## src/rtl/elrp_pkg.sv

```systemverilog
// Shared types, constants and helpers for the event loop recorder and player.
// Used by elrp_window and event_loop_recorder_player; depends on nothing else.
package elrp_pkg;

	localparam int MAX_EVENTS = 64;
	localparam int TIME_BITS  = 16;

	// Index into the event store, and a count that can hold MAX_EVENTS itself.
	localparam int IDX_W = (MAX_EVENTS > 1) ? $clog2(MAX_EVENTS) : 1;
	localparam int CNT_W = $clog2(MAX_EVENTS + 1);

	// Width of the shared window compare; covers double target plus margin.
	localparam int CMP_W = (TIME_BITS > 16) ? TIME_BITS + 2 : 18;

	localparam int MSG_W   = 24;
	localparam int CFG_W   = 15;
	localparam int LEN_W   = 16;
	localparam int ENTRY_W = TIME_BITS + MSG_W;
	localparam int ADDR_W  = 3;
	localparam int DATA_W  = 32;

	localparam logic [15:0] TARGET_RESET = 16'd2000;
	localparam logic [15:0] MARGIN_RESET = 16'd300;

	localparam logic REG_TARGET = 1'b0;
	localparam logic REG_MARGIN = 1'b1;

	localparam logic KIND_EVENT = 1'b0;
	localparam logic KIND_ACK   = 1'b1;

	typedef enum logic [2:0] {
		CMD_TICK    = 3'd0,
		CMD_START   = 3'd1,
		CMD_RECORD  = 3'd2,
		CMD_FINAL   = 3'd3,
		CMD_RESTART = 3'd4
	} cmd_t;

	typedef enum logic [1:0] {
		ST_OK      = 2'd0,
		ST_DROPPED = 2'd1,
		ST_IGNORED = 2'd2
	} status_t;

	typedef enum logic [1:0] {
		MODE_IDLE = 2'd0,
		MODE_REC  = 2'd1,
		MODE_PLAY = 2'd2
	} mode_t;

	typedef enum logic [2:0] {
		S_IDLE,
		S_SNAP,
		S_ACK,
		S_SCAN_RD,
		S_SCAN,
		S_FLUSH
	} state_t;

	// Loop length as reported on the result words, saturated to 16 bits.
	function automatic logic [LEN_W-1:0] len_report(input logic [TIME_BITS-1:0] len);
		logic [CMP_W-1:0] ext;
		ext = CMP_W'(len);
		return (ext > CMP_W'(17'h0FFFF)) ? 16'hFFFF : ext[LEN_W-1:0];
	endfunction

endpackage

```

## src/rtl/elrp_ram.sv

```systemverilog
// Generic single write port, single read port RAM with registered read data.
// Standalone; no package dependency.
module elrp_ram #(
	parameter int WIDTH = 8,
	parameter int DEPTH = 16
) (
	input  logic                                        clk,
	input  logic                                        we,
	input  logic [((DEPTH > 1) ? $clog2(DEPTH) : 1)-1:0] waddr,
	input  logic [WIDTH-1:0]                            wdata,
	input  logic                                        re,
	input  logic [((DEPTH > 1) ? $clog2(DEPTH) : 1)-1:0] raddr,
	output logic [WIDTH-1:0]                            rdata
);

	logic [WIDTH-1:0] mem [DEPTH];
	logic [WIDTH-1:0] rdata_q;

	always_ff @(posedge clk) begin
		if (we) begin
			mem[waddr] <= wdata;
		end
		if (re) begin
			rdata_q <= mem[raddr];
		end
	end

	assign rdata = rdata_q;

endmodule

```

## src/rtl/elrp_window.sv

```systemverilog
// Shared half-open window compare: hit when lo <= x < hi.
// Serves both the snap search and the replay scan; uses elrp_pkg.
module elrp_window (
	input  logic [elrp_pkg::CMP_W-1:0] x,
	input  logic [elrp_pkg::CMP_W-1:0] lo,
	input  logic [elrp_pkg::CMP_W-1:0] hi,
	output logic                       hit
);

	assign hit = (x >= lo) && (x < hi);

endmodule

```

## src/rtl/event_loop_recorder_player.sv

```systemverilog
// Event loop recorder and player: records timestamped event words, snaps the loop
// length on finalize and replays stored events; uses elrp_pkg, elrp_window, elrp_ram.
// An acknowledge word is valid the cycle after its command is taken; finalize
// first runs the snap search in S_SNAP and then loads its acknowledge in S_ACK. A playing
// tick with stored events is busy in S_SCAN_RD, S_SCAN for each event, S_FLUSH and stalls.
// One command at a time; in_stall stays high meanwhile. Reset clears control state only.
module event_loop_recorder_player (
	input  logic                          clk,
	input  logic                          arst_n,
	input  logic                          in_valid,
	output logic                          in_stall,
	input  logic [2:0]                    cmd,
	input  logic [elrp_pkg::MSG_W-1:0]    event_message,
	output logic                          out_valid,
	input  logic                          out_stall,
	output logic                          kind,
	output logic [elrp_pkg::MSG_W-1:0]    message_out,
	output logic [1:0]                    status,
	output logic [elrp_pkg::LEN_W-1:0]    loop_length_out,
	output logic                          last,
	input  logic                          psel,
	input  logic                          penable,
	input  logic                          pwrite,
	input  logic [elrp_pkg::ADDR_W-1:0]   paddr,
	input  logic [elrp_pkg::DATA_W-1:0]   pwdata,
	output logic [elrp_pkg::DATA_W-1:0]   prdata,
	output logic                          pready
);

	localparam int TB = elrp_pkg::TIME_BITS;
	localparam int CW = elrp_pkg::CMP_W;

	elrp_pkg::state_t state_q, state_d;
	elrp_pkg::mode_t  mode_q;

	logic [elrp_pkg::CFG_W-1:0] target_q, margin_q;
	logic [elrp_pkg::CNT_W-1:0] count_q;
	logic [TB-1:0]              elapsed_q, ppos_q, prev_q, len_q, lo_q, hi_q;
	logic [elrp_pkg::IDX_W-1:0] rd_idx_q;
	logic                       pend_q;
	logic [elrp_pkg::MSG_W-1:0] pend_msg_q;
	logic [1:0]                 snap_step_q;

	logic                       out_valid_q, kind_q, last_q;
	logic [elrp_pkg::MSG_W-1:0] msg_q;
	logic [1:0]                 status_q;
	logic [elrp_pkg::LEN_W-1:0] len_out_q;

	logic out_free, in_acc, cfg_wr;
	elrp_pkg::cmd_t cmd_c;

	// Decoded command actions and sequencer controls.
	logic acc_tick_rec, acc_tick_play, acc_start, acc_record, acc_restart;
	logic go_snap, snap_done, scan_adv, pend_take;
	logic out_load, o_kind, o_last;
	logic [elrp_pkg::MSG_W-1:0] o_msg;
	elrp_pkg::status_t          o_status;

	logic                       ram_re;
	logic [elrp_pkg::IDX_W-1:0] ram_raddr;
	logic [elrp_pkg::ENTRY_W-1:0] ram_rdata;
	logic [TB-1:0]              rd_time;
	logic [elrp_pkg::MSG_W-1:0] rd_msg;

	logic [TB:0]   pos_inc;
	logic          wrapped;
	logic [TB-1:0] pos_new;

	logic [CW-1:0] centre, margin_ext, snap_lo, snap_hi;
	logic [CW-1:0] unit_x, unit_lo, unit_hi;
	logic          unit_hit;
	logic          last_entry, table_full;

	assign out_free = !out_valid_q || !out_stall;
	assign in_stall = (state_q != elrp_pkg::S_IDLE) || !out_free;
	assign in_acc   = in_valid && !in_stall;
	assign cmd_c    = elrp_pkg::cmd_t'(cmd);

	assign pready = 1'b1;
	assign cfg_wr = psel && penable && pwrite && pready;
	assign prdata = (paddr[2] == elrp_pkg::REG_MARGIN) ? elrp_pkg::DATA_W'(margin_q)
	                                                   : elrp_pkg::DATA_W'(target_q);

	assign {rd_time, rd_msg} = ram_rdata;

	assign pos_inc = {1'b0, ppos_q} + (TB+1)'(1);
	assign wrapped = pos_inc >= {1'b0, len_q};
	assign pos_new = wrapped ? '0 : pos_inc[TB-1:0];

	assign table_full = count_q == elrp_pkg::CNT_W'(elrp_pkg::MAX_EVENTS);
	assign last_entry = (elrp_pkg::CNT_W'(rd_idx_q) + elrp_pkg::CNT_W'(1)) == count_q;

	// Snap centres: target, half target, double target.
	always_comb begin
		case (snap_step_q)
			2'd0:    centre = CW'(target_q);
			2'd1:    centre = CW'(target_q >> 1);
			default: centre = CW'({target_q, 1'b0});
		endcase
	end

	assign margin_ext = CW'(margin_q);
	assign snap_lo    = (centre > margin_ext) ? centre - margin_ext : '0;
	assign snap_hi    = centre + margin_ext + CW'(1);

	assign unit_x  = (state_q == elrp_pkg::S_SNAP) ? CW'(elapsed_q) : CW'(rd_time);
	assign unit_lo = (state_q == elrp_pkg::S_SNAP) ? snap_lo : CW'(lo_q);
	assign unit_hi = (state_q == elrp_pkg::S_SNAP) ? snap_hi : CW'(hi_q);

	elrp_window u_window (
		.x   (unit_x),
		.lo  (unit_lo),
		.hi  (unit_hi),
		.hit (unit_hit)
	);

	elrp_ram #(
		.WIDTH (elrp_pkg::ENTRY_W),
		.DEPTH (elrp_pkg::MAX_EVENTS)
	) u_store (
		.clk   (clk),
		.we    (acc_record),
		.waddr (count_q[elrp_pkg::IDX_W-1:0]),
		.wdata ({elapsed_q, event_message}),
		.re    (ram_re),
		.raddr (ram_raddr),
		.rdata (ram_rdata)
	);

	always_comb begin
		state_d       = state_q;
		acc_tick_rec  = 1'b0;
		acc_tick_play = 1'b0;
		acc_start     = 1'b0;
		acc_record    = 1'b0;
		acc_restart   = 1'b0;
		go_snap       = 1'b0;
		snap_done     = 1'b0;
		scan_adv      = 1'b0;
		pend_take     = 1'b0;
		out_load      = 1'b0;
		o_kind        = elrp_pkg::KIND_ACK;
		o_msg         = '0;
		o_status      = elrp_pkg::ST_OK;
		o_last        = 1'b1;
		ram_re        = 1'b0;
		ram_raddr     = '0;
		case (state_q)
			elrp_pkg::S_IDLE: begin
				if (in_acc) begin
					case (cmd_c)
						elrp_pkg::CMD_TICK: begin
							out_load = 1'b0;
							if (mode_q == elrp_pkg::MODE_REC) begin
								acc_tick_rec = 1'b1;
							end else if (mode_q == elrp_pkg::MODE_PLAY && len_q != '0) begin
								acc_tick_play = 1'b1;
								if (count_q != '0) begin
									state_d = elrp_pkg::S_SCAN_RD;
								end
							end
						end
						elrp_pkg::CMD_START: begin
							acc_start = 1'b1;
							out_load  = 1'b1;
						end
						elrp_pkg::CMD_RECORD: begin
							out_load = 1'b1;
							if (mode_q != elrp_pkg::MODE_REC) begin
								o_status = elrp_pkg::ST_IGNORED;
							end else if (table_full) begin
								o_status = elrp_pkg::ST_DROPPED;
							end else begin
								acc_record = 1'b1;
							end
						end
						elrp_pkg::CMD_FINAL: begin
							if (mode_q != elrp_pkg::MODE_REC) begin
								out_load = 1'b1;
								o_status = elrp_pkg::ST_IGNORED;
							end else begin
								go_snap = 1'b1;
								state_d = elrp_pkg::S_SNAP;
							end
						end
						elrp_pkg::CMD_RESTART: begin
							out_load = 1'b1;
							if (mode_q != elrp_pkg::MODE_PLAY) begin
								o_status = elrp_pkg::ST_IGNORED;
							end else begin
								acc_restart = 1'b1;
							end
						end
						default: begin
							out_load = 1'b1;
							o_status = elrp_pkg::ST_IGNORED;
						end
					endcase
				end
			end
			elrp_pkg::S_SNAP: begin
				if (unit_hit || snap_step_q == 2'd2) begin
					snap_done = 1'b1;
					state_d   = elrp_pkg::S_ACK;
				end
			end
			elrp_pkg::S_ACK: begin
				if (out_free) begin
					out_load = 1'b1;
					state_d  = elrp_pkg::S_IDLE;
				end
			end
			elrp_pkg::S_SCAN_RD: begin
				ram_re  = 1'b1;
				state_d = elrp_pkg::S_SCAN;
			end
			elrp_pkg::S_SCAN: begin
				// A hit pushes the held hit out first, so it waits for a free output.
				if (!(unit_hit && pend_q && !out_free)) begin
					scan_adv  = 1'b1;
					pend_take = unit_hit;
					if (unit_hit && pend_q) begin
						out_load = 1'b1;
						o_kind   = elrp_pkg::KIND_EVENT;
						o_msg    = pend_msg_q;
						o_last   = 1'b0;
					end
					if (last_entry) begin
						state_d = elrp_pkg::S_FLUSH;
					end else begin
						ram_re    = 1'b1;
						ram_raddr = rd_idx_q + elrp_pkg::IDX_W'(1);
					end
				end
			end
			elrp_pkg::S_FLUSH: begin
				if (!pend_q) begin
					state_d = elrp_pkg::S_IDLE;
				end else if (out_free) begin
					out_load = 1'b1;
					o_kind   = elrp_pkg::KIND_EVENT;
					o_msg    = pend_msg_q;
					state_d  = elrp_pkg::S_IDLE;
				end
			end
			default: begin
				state_d = elrp_pkg::S_IDLE;
			end
		endcase
	end

	always_ff @(posedge clk or negedge arst_n) begin
		if (!arst_n) begin
			state_q <= elrp_pkg::S_IDLE;
		end else begin
			state_q <= state_d;
		end
	end

	always_ff @(posedge clk or negedge arst_n) begin
		if (!arst_n) begin
			target_q    <= elrp_pkg::CFG_W'(elrp_pkg::TARGET_RESET);
			margin_q    <= elrp_pkg::CFG_W'(elrp_pkg::MARGIN_RESET);
			mode_q      <= elrp_pkg::MODE_IDLE;
			count_q     <= '0;
			elapsed_q   <= '0;
			ppos_q      <= '0;
			prev_q      <= '0;
			len_q       <= '0;
			lo_q        <= '0;
			hi_q        <= '0;
			rd_idx_q    <= '0;
			pend_q      <= 1'b0;
			snap_step_q <= '0;
			out_valid_q <= 1'b0;
		end else begin
			if (cfg_wr) begin
				if (paddr[2] == elrp_pkg::REG_MARGIN) begin
					margin_q <= pwdata[elrp_pkg::CFG_W-1:0];
				end else begin
					target_q <= pwdata[elrp_pkg::CFG_W-1:0];
				end
			end
			if (acc_tick_rec && elapsed_q != {TB{1'b1}}) begin
				elapsed_q <= elapsed_q + TB'(1);
			end
			if (acc_tick_play) begin
				// The scan uses the old position as its lower bound.
				lo_q     <= prev_q;
				hi_q     <= wrapped ? len_q : pos_new;
				ppos_q   <= pos_new;
				prev_q   <= pos_new;
				rd_idx_q <= '0;
				pend_q   <= 1'b0;
			end
			if (acc_start) begin
				count_q   <= '0;
				elapsed_q <= '0;
				mode_q    <= elrp_pkg::MODE_REC;
			end
			if (acc_record) begin
				count_q <= count_q + elrp_pkg::CNT_W'(1);
			end
			if (acc_restart) begin
				ppos_q <= '0;
				prev_q <= '0;
			end
			if (go_snap) begin
				snap_step_q <= '0;
			end
			if (state_q == elrp_pkg::S_SNAP && !snap_done) begin
				snap_step_q <= snap_step_q + 2'd1;
			end
			if (snap_done) begin
				len_q  <= unit_hit ? centre[TB-1:0] : elapsed_q;
				ppos_q <= '0;
				prev_q <= '0;
				mode_q <= elrp_pkg::MODE_PLAY;
			end
			if (scan_adv && !last_entry) begin
				rd_idx_q <= rd_idx_q + elrp_pkg::IDX_W'(1);
			end
			if (pend_take) begin
				pend_q <= 1'b1;
			end else if (state_q == elrp_pkg::S_FLUSH && out_load) begin
				pend_q <= 1'b0;
			end
			if (out_load) begin
				out_valid_q <= 1'b1;
			end else if (!out_stall) begin
				out_valid_q <= 1'b0;
			end
		end
	end

	always_ff @(posedge clk) begin
		if (pend_take) begin
			pend_msg_q <= rd_msg;
		end
		if (out_load) begin
			kind_q    <= o_kind;
			msg_q     <= o_msg;
			status_q  <= o_status;
			last_q    <= o_last;
			len_out_q <= elrp_pkg::len_report(len_q);
		end
	end

	assign out_valid       = out_valid_q;
	assign kind            = kind_q;
	assign message_out     = msg_q;
	assign status          = status_q;
	assign loop_length_out = len_out_q;
	assign last            = last_q;

`ifndef NO_ASSERTIONS
	a_count_bound: assert property (@(posedge clk) disable iff (!arst_n)
		count_q <= elrp_pkg::CNT_W'(elrp_pkg::MAX_EVENTS))
		else $error("event count exceeds store depth");

	a_scan_index: assert property (@(posedge clk) disable iff (!arst_n)
		state_q == elrp_pkg::S_SCAN |-> elrp_pkg::CNT_W'(rd_idx_q) < count_q)
		else $error("scan reads beyond recorded events");

	a_pos_in_loop: assert property (@(posedge clk) disable iff (!arst_n)
		(mode_q == elrp_pkg::MODE_PLAY && len_q != '0) |-> ppos_q < len_q)
		else $error("play position outside loop length");

	a_pend_scope: assert property (@(posedge clk) disable iff (!arst_n)
		pend_q |-> (state_q == elrp_pkg::S_SCAN || state_q == elrp_pkg::S_FLUSH))
		else $error("held replay word outside a scan");

	a_no_overwrite: assert property (@(posedge clk) disable iff (!arst_n)
		(out_valid_q && out_stall) |-> !out_load)
		else $error("output word overwritten while stalled");
`endif

endmodule

```

## config.mk

```make
export PLATFORM = sky130hd
export DESIGN_NAME = event_loop_recorder_player
export DESIGN_NICKNAME = d
export VERILOG_FILES = /design/src/rtl/elrp_pkg.sv /design/src/rtl/elrp_ram.sv /design/src/rtl/elrp_window.sv /design/src/rtl/event_loop_recorder_player.sv
export SDC_FILE = /design/constraint.sdc
export NUM_CORES = 2
export LEC_CHECK = 0
export ABC_AREA = 1
export BUFFER_PORTS_ARGS = -buffer_cell sky130_fd_sc_hd__clkbuf_2
export CAP_MARGIN = 40
export CORE_MARGIN = 1
export CORE_UTILIZATION = 42
export CTS_CLUSTER_DIAMETER = 120
export DETAILED_ROUTE_END_ITERATION = 7
export GPL_TIMING_DRIVEN = 1
export PLACE_DENSITY_LB_ADDON = 0.12
export SKIP_LAST_GASP = 1
export SYNTH_ARGS = -nofsm -noshare
export SYNTH_HDL_FRONTEND = slang
export SYNTH_SLANG_ARGS = --single-unit
```

## constraint.sdc

```tcl
create_clock -name clk -period 19.23 [get_ports clk]
set_clock_uncertainty 0.15 [all_clocks]
set_input_delay 1.923 -clock clk [delete_from_list [all_inputs] [get_ports clk]]
set_output_delay 1.923 -clock clk [all_outputs]
set_load 0.02 [all_outputs]
```

# Word-level counts from Yosys, hierarchy flattened
# Memories as Yosys holds them, arrays and structs flattened. A register that Yosys moved wholly into a read port is not among the register bits.
# Cells that the tools add are included.
word_totals:
  reg_bits: 200
  mem_bits_rw: 2560
  output_inout_bits: 79
  wordCells: 202
  memories: 1
classes:
  add_sub_neg: 9
  n_lt_le_gt_ge: 4
  n_eq_ne: 28
  muxes: 101
  bitwise: 1
  reduce_logical: 38
memory_table:
  columns: ["memory", "depth", "width", "read_ports", "rd_clocked_by_memory_dff", "wr", "line", "rtl"]
  rows:
  - ["u_store.mem", 64, 40, 1, 1, 1, "elrp_ram.sv:16", "logic [WIDTH-1:0] mem [DEPTH];"]
ops:
  columns: ["cell", "count"]
  rows:
  - ["16-bit 2-to-1 mux", 9]
  - ["24-bit 2-to-1 mux", 4]
  - ["18-bit 2-to-1 mux", 3]
  - ["1-bit 2-to-1 mux", 51]
  - ["24-bit one-hot mux with 2 select lines", 1]
  - ["16-bit one-hot mux with 2 select lines", 1]
  - ["3-bit 2-to-1 mux", 10]
  - ["6-bit 2-to-1 mux", 5]
  - ["17-bit by 1-bit adder with 18-bit output, second input constant", 1]
  - ["16-bit by 18-bit greater-or-equal comparator with 1-bit output", 1]
  - ["16-bit by 18-bit < comparator with 1-bit output", 1]
  - ["3-bit one-hot mux with 6 select lines", 1]
  - ["16-bit by 1-bit adder with 17-bit output, second input constant", 1]
  - ["16-bit by 15-bit adder with 17-bit output", 1]
  - ["17-bit by 16-bit greater-or-equal comparator with 1-bit output", 1]
  - ["16-bit by 15-bit subtractor with 17-bit output", 1]
  - ["16-bit by 1-bit adder with 16-bit output, second input constant", 1]
  - ["16-bit by 15-bit greater-than comparator with 1-bit output", 1]
  - ["16-bit != test, second input constant", 1]
  - ["16-bit nonzero test", 1]
  - ["15-bit 2-to-1 mux", 1]
  - ["2-bit 2-to-1 mux", 7]
  - ["7-bit 2-to-1 mux", 2]
  - ["3-bit by 2-bit == test with 1-bit output, second input constant", 4]
  - ["30 further kinds", 71]

# Longest topological paths before layout
logic_depth:
  ltp_word: 14
  depth_mapped: 46

# Hierarchy
# From an unflattened synthesis, not the netlist that was laid out.
hier_totals:
  hier_cells: 10165
  area_unflattened_um2: 116668.1
by_module_without_submodules:
  columns: ["mod", "instances", "cells_each", "area_per_inst_um2", "seq_area_each_um2"]
  rows:
  - ["elrp_ram", 1, 8458, 103543.1, 78074.9]
  - ["event_loop_recorder_player", 1, 1541, 12124.1, 5357.6]
  - ["elrp_window", 1, 166, 1001.0, 0.0]

# Least setup slack after synthesis
# Ideal clock, no wire load.
synth_path:
  path_kind: "register to register"
  startpoint: "reg snap_step_q[0]"
  endpoint: "reg out_valid_q, in the netlist out_valid"
  arrival_time_ps: 6335
  required_ps: 18938
  slack_ps: 12603
  stages_incl_launch_ff: 34
  cell_sequence: "dfrtp_1 -> inv_1 -> ha_1 -> nor2_2 -> clkbuf_1 -> nand2_1 -> o221ai_1 -> ha_1 -> buf_2 -> o31ai_1 -> nand2_1 -> nand2_1 -> nand2_1 -> nand2_1 -> nand2_1 -> nand2_1 -> a21oi_1 -> nor2_1 -> nor2_1 -> o21bai_1 -> nor2_1 -> nor2_1 -> a21oi_1 -> ha_1 -> nand2_1 -> nor4_1 -> nand4_1 -> nor2_1 -> nor2_2 -> nand2_1 -> nor2_1 -> o211ai_2 -> o221ai_1 -> or2_2"
synth_via:
  elab_chain_len: 12
synth_rtl:
  columns: ["item", "line", "rtl"]
  rows:
  - ["start: declaration", "event_loop_recorder_player.sv:42", "logic [1:0] snap_step_q;"]
  - ["start signal: assignment", "event_loop_recorder_player.sv:312", "snap_step_q <= snap_step_q + 2'd1;"]
  - ["2-bit by 1-bit == test with 1-bit output / 2-bit logical NOT (equally long branches)", "event_loop_recorder_player.sv:95", "case (snap_step_q)"]
  - ["16-bit one-hot mux with 2 select lines (*)", "event_loop_recorder_player.sv:95", null]
  - ["16-bit by 15-bit adder with 17-bit output (tied with other cells)", "event_loop_recorder_player.sv:104", "assign snap_hi = centre + margin_ext + CW'(1);"]
  - ["17-bit by 1-bit adder with 18-bit output / 18-bit 2-to-1 mux (equally long branches)", "event_loop_recorder_player.sv:104, event_loop_recorder_player.sv:103", null]
  - ["18-bit 2-to-1 mux (on tied branches)", "event_loop_recorder_player.sv:108, event_loop_recorder_player.sv:107", null]
  - ["16-bit by 18-bit < comparator with 1-bit output / 16-bit by 18-bit greater-or-equal comparator with 1-bit output (equally long branches)", "elrp_window.sv:10", "assign hit = (x >= lo) && (x < hi);"]
  - ["1-bit logical AND (*)", "elrp_window.sv:10", null]
  - ["1-bit logical AND (*)", "event_loop_recorder_player.sv:219, event_loop_recorder_player.sv:222", null]
  - ["1-bit 2-to-1 mux / 1-bit logical AND (equally long branches)", "event_loop_recorder_player.sv:222, event_loop_recorder_player.sv:219", null]
  - ["1-bit 2-to-1 mux (*)", "event_loop_recorder_player.sv:219", "if (!(unit_hit && pend_q && !out_free)) begin"]
  - ["1-bit one-hot mux with 4 select lines (*)", "event_loop_recorder_player.sv:148", "case (state_q)"]
  - ["named net out_load", "event_loop_recorder_player.sv:55", "logic out_load, o_kind, o_last;"]
  - ["2-bit by 1-bit != test with 1-bit output (no source line) / 1-bit 2-to-1 mux (equally long branches)", null, null]
  - ["end signal: assignment", "event_loop_recorder_player.sv:275", "out_valid_q <= 1'b0;"]
  - ["end signal: assignment", "event_loop_recorder_player.sv:329", "out_valid_q <= 1'b1;"]
  - ["end signal: assignment", "event_loop_recorder_player.sv:331", "out_valid_q <= 1'b0;"]
  - ["end: declaration", "event_loop_recorder_player.sv:44", "logic out_valid_q, kind_q, last_q;"]
# Mark *: on every way through the listed nets, which the timed path passes. The rest lies on a longest branch.
# A chain may end at the register's enable or synchronous reset.

# Worst setup path after layout
layout_path:
  startpoint: "reg snap_step_q[0]"
  endpoint: "reg u_store.rdata_q[24], in the netlist u_store.rdata[24] (read register of u_store.mem) (data pin)"
layout_via:
  elab_chain_len: 11
layout_rtl:
  columns: ["item", "line", "rtl"]
  rows:
  - ["2-bit by 1-bit == test with 1-bit output / 2-bit logical NOT (equally long branches)", "event_loop_recorder_player.sv:95", null]
  - ["16-bit one-hot mux with 2 select lines (*)", "event_loop_recorder_player.sv:95", null]
  - ["16-bit by 15-bit adder with 17-bit output (tied with other cells)", "event_loop_recorder_player.sv:104", null]
  - ["17-bit by 1-bit adder with 18-bit output / 18-bit 2-to-1 mux (equally long branches)", "event_loop_recorder_player.sv:104, event_loop_recorder_player.sv:103", null]
  - ["18-bit 2-to-1 mux (on tied branches)", "event_loop_recorder_player.sv:108, event_loop_recorder_player.sv:107", null]
  - ["16-bit by 18-bit < comparator with 1-bit output / 16-bit by 18-bit greater-or-equal comparator with 1-bit output (equally long branches)", "elrp_window.sv:10", null]
  - ["1-bit logical AND (*)", "elrp_window.sv:10", null]
  - ["1-bit logical AND (*) (2 in a row)", "event_loop_recorder_player.sv:219", null]
  - ["1-bit 2-to-1 mux / 6-bit 2-to-1 mux (equally long branches)", "event_loop_recorder_player.sv:219", null]
  - ["1-bit one-hot mux with 2 select lines / 6-bit 2-to-1 mux (equally long branches)", "event_loop_recorder_player.sv:148", null]
  - ["end: declaration", "elrp_ram.sv:17", "logic [WIDTH-1:0] rdata_q;"]
# Mark *: on every way between the ends. The rest lies on a longest branch, timed or not.

==> summary.md <==
| Metric | Value |
|---|---|
| Seq pwr share | `0.423` |
| R2R depth | `38` |
| Worst setup EP type | `flop` |
| Resized cells post-CTS | `0` |
| Crit-path most repeated cell | `nand3_1` |
| Max-cap violation count | `0` |
| Clk root buf | `clkbuf_16` |
| DR vias | `86,600` |
| DIE AREA | `301,000 um^2` |
| Inst Count DP | `15,000` |
| CP Class | `flop to flop` |
| Worst vdd ir | `between 0.09 and 0.1 mV` |
| Vias/cell | `5.57` |
| FF+latch count, synth | `around 2,800` |
| Max incr delay on CP | `approximately 0.86 ns` |
| Setup tns final | `0 ns` |
| Worst Setup Start Kind | `flop` |
| Max_slew headroom | `0.208` |
| Crit path max-delay cell type | `nand2_8` |
| WP data arrival | `10.85 ns` |
| Final Cycle Share | `0.540` |
| Fill count | `26,700` |
| Async S/R FF share, synth | `0.0471` |
| Netlist cell types | `59` |
| Crit Path Max Fanout | `~170` |
| RSZ-0062 raised after global routing | `false` |
| Global-route wire length before repair | `577,000 um` |
| Initial Util | `0.422` |
| Hold WC Path Type | `flop to flop` |
| Routed wire length | `403,000 um` |
| Vias in the first global route | `81,600` |
| Count leader, synth | `edfxtp_1` |
| Area delta synth->final | `12.3%` |
| Initial antenna violation count | `27` |
| # IOs | `148` |
| # setup viols final | `0` |
| Initial DRT Pass Iterations | `6` |
| Switching share of power | `0.327` |
| Ys Warns | `0` |
| DR iter-0 viols | `between 9,000 and 10,000` |
| Number of flops mapped to enable cells by yosys | `2,668` |
| Area used by multi-input combinational logic | `33,400 um^2` |
| HPWL after DPL | `216,000 um` |
| Gpl congestion | `slightly above 0.8` |
| TritonCTS Buffers | `313` |
| Leakage power | `54.6 nW` |
| P_sw | `0.00550 W` |
| Hold Fails Final Rpt | `0` |
| Achievable Freq | `96.3 MHz` |
| Layout cell share with drive strength beyond 1 | `0.0807` |
| Clk pwr share | `0.344` |
| Cell taking the most area after synthesis | `edfxtp_1` |
| Port buffer count | `between 100 and 150` |
| Top cell type's share of synthesized area | `0.639` |
| Pwr dens | `around 120 nW/um^2` |
| Cell count of the worst hold path | `0` |
| Status | `completed` |
| Final Max Slew Viols | `0` |
| Logic gate share of total power | `0.233` |
| Synth cell count leaders | `edfxtp_1 (2,668), nand3_1 (2,551), nand2_1 (1,851)` |
| Sequential standard cell area | `around 83,000 um^2` |
| Routed Antenna Nets | `0` |
| Nets | `11,500` |
| Die X | `548 um` |
| Longest Clk Path Bufs | `4` |
| Post-Synthesis Cells | `approximately 11,000` |
| Cell Count, Final, Fillers Out | `15,500` |
| Worst-Margin Slew | `1.19 ns` |
| Setup bufs post-CTS | `0` |
| All-Layer GR Usage | `0.263` |
| Row cnt | `200` |
| Synth Area per Inst | `11.0 um^2` |
| Minimum clock period | `a little over 10 ns` |
| Synth area leaders | `edfxtp_1 (64%), nand3_1 (10%), nand3b_1 (6.2%)` |
| DRC viols | `0` |
| Post-DR wirelength/cell | `26.0 um` |
| Core Area | `297,000 um^2` |
| Total grt overflow | `0` |
| Seq/Total Area, Yosys | `0.665` |
| Clock transition at path regs | `about 0.06 ns` |
| Clock sinks | `2,800` |
| Post-synth top flop | `edfxtp_1` |
| Synthesized area | `125,000 um^2` |
| Htree depth | `5` |
| Largest net degree at the start of global routing | `between 200 and 250` |
| Die Span Y | `548 um` |
| Worst Path Required | `a little under 20 ns` |
| Internal power | `0.0113 W` |
| # hold bufs at CTS | `0` |
| Worst skew pair latency | `0.93 ns` |
| CTS tree | `done` |
## metal layers
| layer | GRT usage | wire length [um] | up-vias |
|---|---|---|---|
| li1 | - | - | 39200 |
| met1 | 0.369 | 174000 | 43200 |
| met2 | 0.423 | 186000 | 3570 |
| met3 | 0.0344 | 30300 | 668 |
| met4 | 0.0846 | 12600 | 2 |
| met5 | 0 | 19 | - |
## path summary, 6_finish.rpt
check	start	endpoint	slack (ns)
worst max-delay path	snap_step_q[0]	u_store.rdata[24]	8.85
worst min-delay path	u_store.rdata[4]	pend_msg_q[4]	0.28
worst max register to register	snap_step_q[0]	u_store.rdata[24]	8.85
worst min register to register	u_store.rdata[4]	pend_msg_q[4]	0.28
max in group asynchronous	arst_n	count_q[0]	16.83
min in group asynchronous	arst_n	margin_q[1]	0.83
## cell families (layout without fill, tap and decap cells)
family,after synthesis,count (layout),share of synthesized area
compound gates,311,311,0.0146
xor+xnor,39,39,0.00272
fa+ha+maj,88,88,0.00890
buf+inv,2281,2460,0.0739
flops,2800,2800,0.665
mux,5,5,0.000399
other cells,2,23,0.0000599
simple gates,5866,5866,0.234
## placed cells by master, fill, tap and decap left out, types with 8 or more instances in the layout
cell       netlist  routed
inv_2           20      18
buf_4           57     200
clkbuf_2         1     109
o221ai_1        13      12
nand3b_1      1037    1037
o21ai_0        132     132
nand4_1         37      37
nor4_1          15      14
inv_6            0       9
bufinv_16        0      17
buf_16           0      21
inv_1         1499    1498
ha_1            86      86
o22ai_1         26      26
clkbuf_1       268      84
dfstp_2         10      10
clkinv_2         0      39
dfrtp_1        122     106
nand3_1       2551    2549
buf_12           0      47
nor3_1          26      25
nor2_4           2      71
o211ai_1        18      18
nand2_1       1851    1850
nor2_1         322     256
clkbuf_16        0     319
buf_8            0       8
o21a_1          16      16
dfrtp_2          0      16
conb_1           2      18
edfxtp_1      2668    2668
clkinv_1         3      64
xor2_1          37      37
a21oi_1         62      62
## flip-flops by register name, summed over array words and instances (netlist names), 7 cells and up
signal	flops
len_q	16
elapsed_q	16
loop_length_out	16
u_store.rdata	40
prev_q	16
count_q	7
lo_q	16
margin_q	15
u_store.mem	2560
pend_msg_q	24
message_out	24
hi_q	16
target_q	15
## area by class of cell
type / instances / share of cell area
sequential: 2800 / 0.592
multi-input combinational: 6327 / 0.237
clock buffer: 409 / 0.0595
inverter: 1522 / 0.0407
tap: 3939 / 0.0350
timing repair buffer: 388 / 0.0264
clock inverter: 141 / 0.00917
antenna: 5 / 0.0000888
## worst max-delay path, delay by kind of cell, from the launching register on
family | cells | cell delay [ns]
AOI/OAI and AO/OA | 4 | 0.66
buffers and inverters | 7 | 2.77
and+or+nand+nor | 24 | 4.64
DFF | 1 | 0.35
adders and majority gates | 3 | 0.98
## power groups by stage
stage	Clock, W	Sequential, W	Combinational (W)
6_report	0.00579	0.00711	0.00391
4_1_cts	0.00588	0.00711	0.00391
5_1_grt	0.00610	0.00712	0.00428
3_5_place_dp	0	0.00724	0.00389
3_3_place_gp	0	0.00724	0.00381
2_1_floorplan	0	0.00728	0.00244
## per-stage QoR
step / total power, W / instance area, um^2 / setup slack (ns) / hold slack [ns] / utilization
floorplan: 0.00973 / 125000 / 12.60 / 0.250 / -
global placement: 0.0110 / 130000 / 8.21 / 0.260 / 0.437
finish: 0.0168 / 141000 / 8.85 / 0.277 / 0.474
global route: 0.0175 / 141000 / 8.15 / 0.276 / 0.474
detailed placement: 0.0111 / 131000 / 9.00 / 0.260 / 0.442
CTS: 0.0169 / 141000 / 8.94 / 0.275 / 0.474
(Power assumes the default switching activity.)
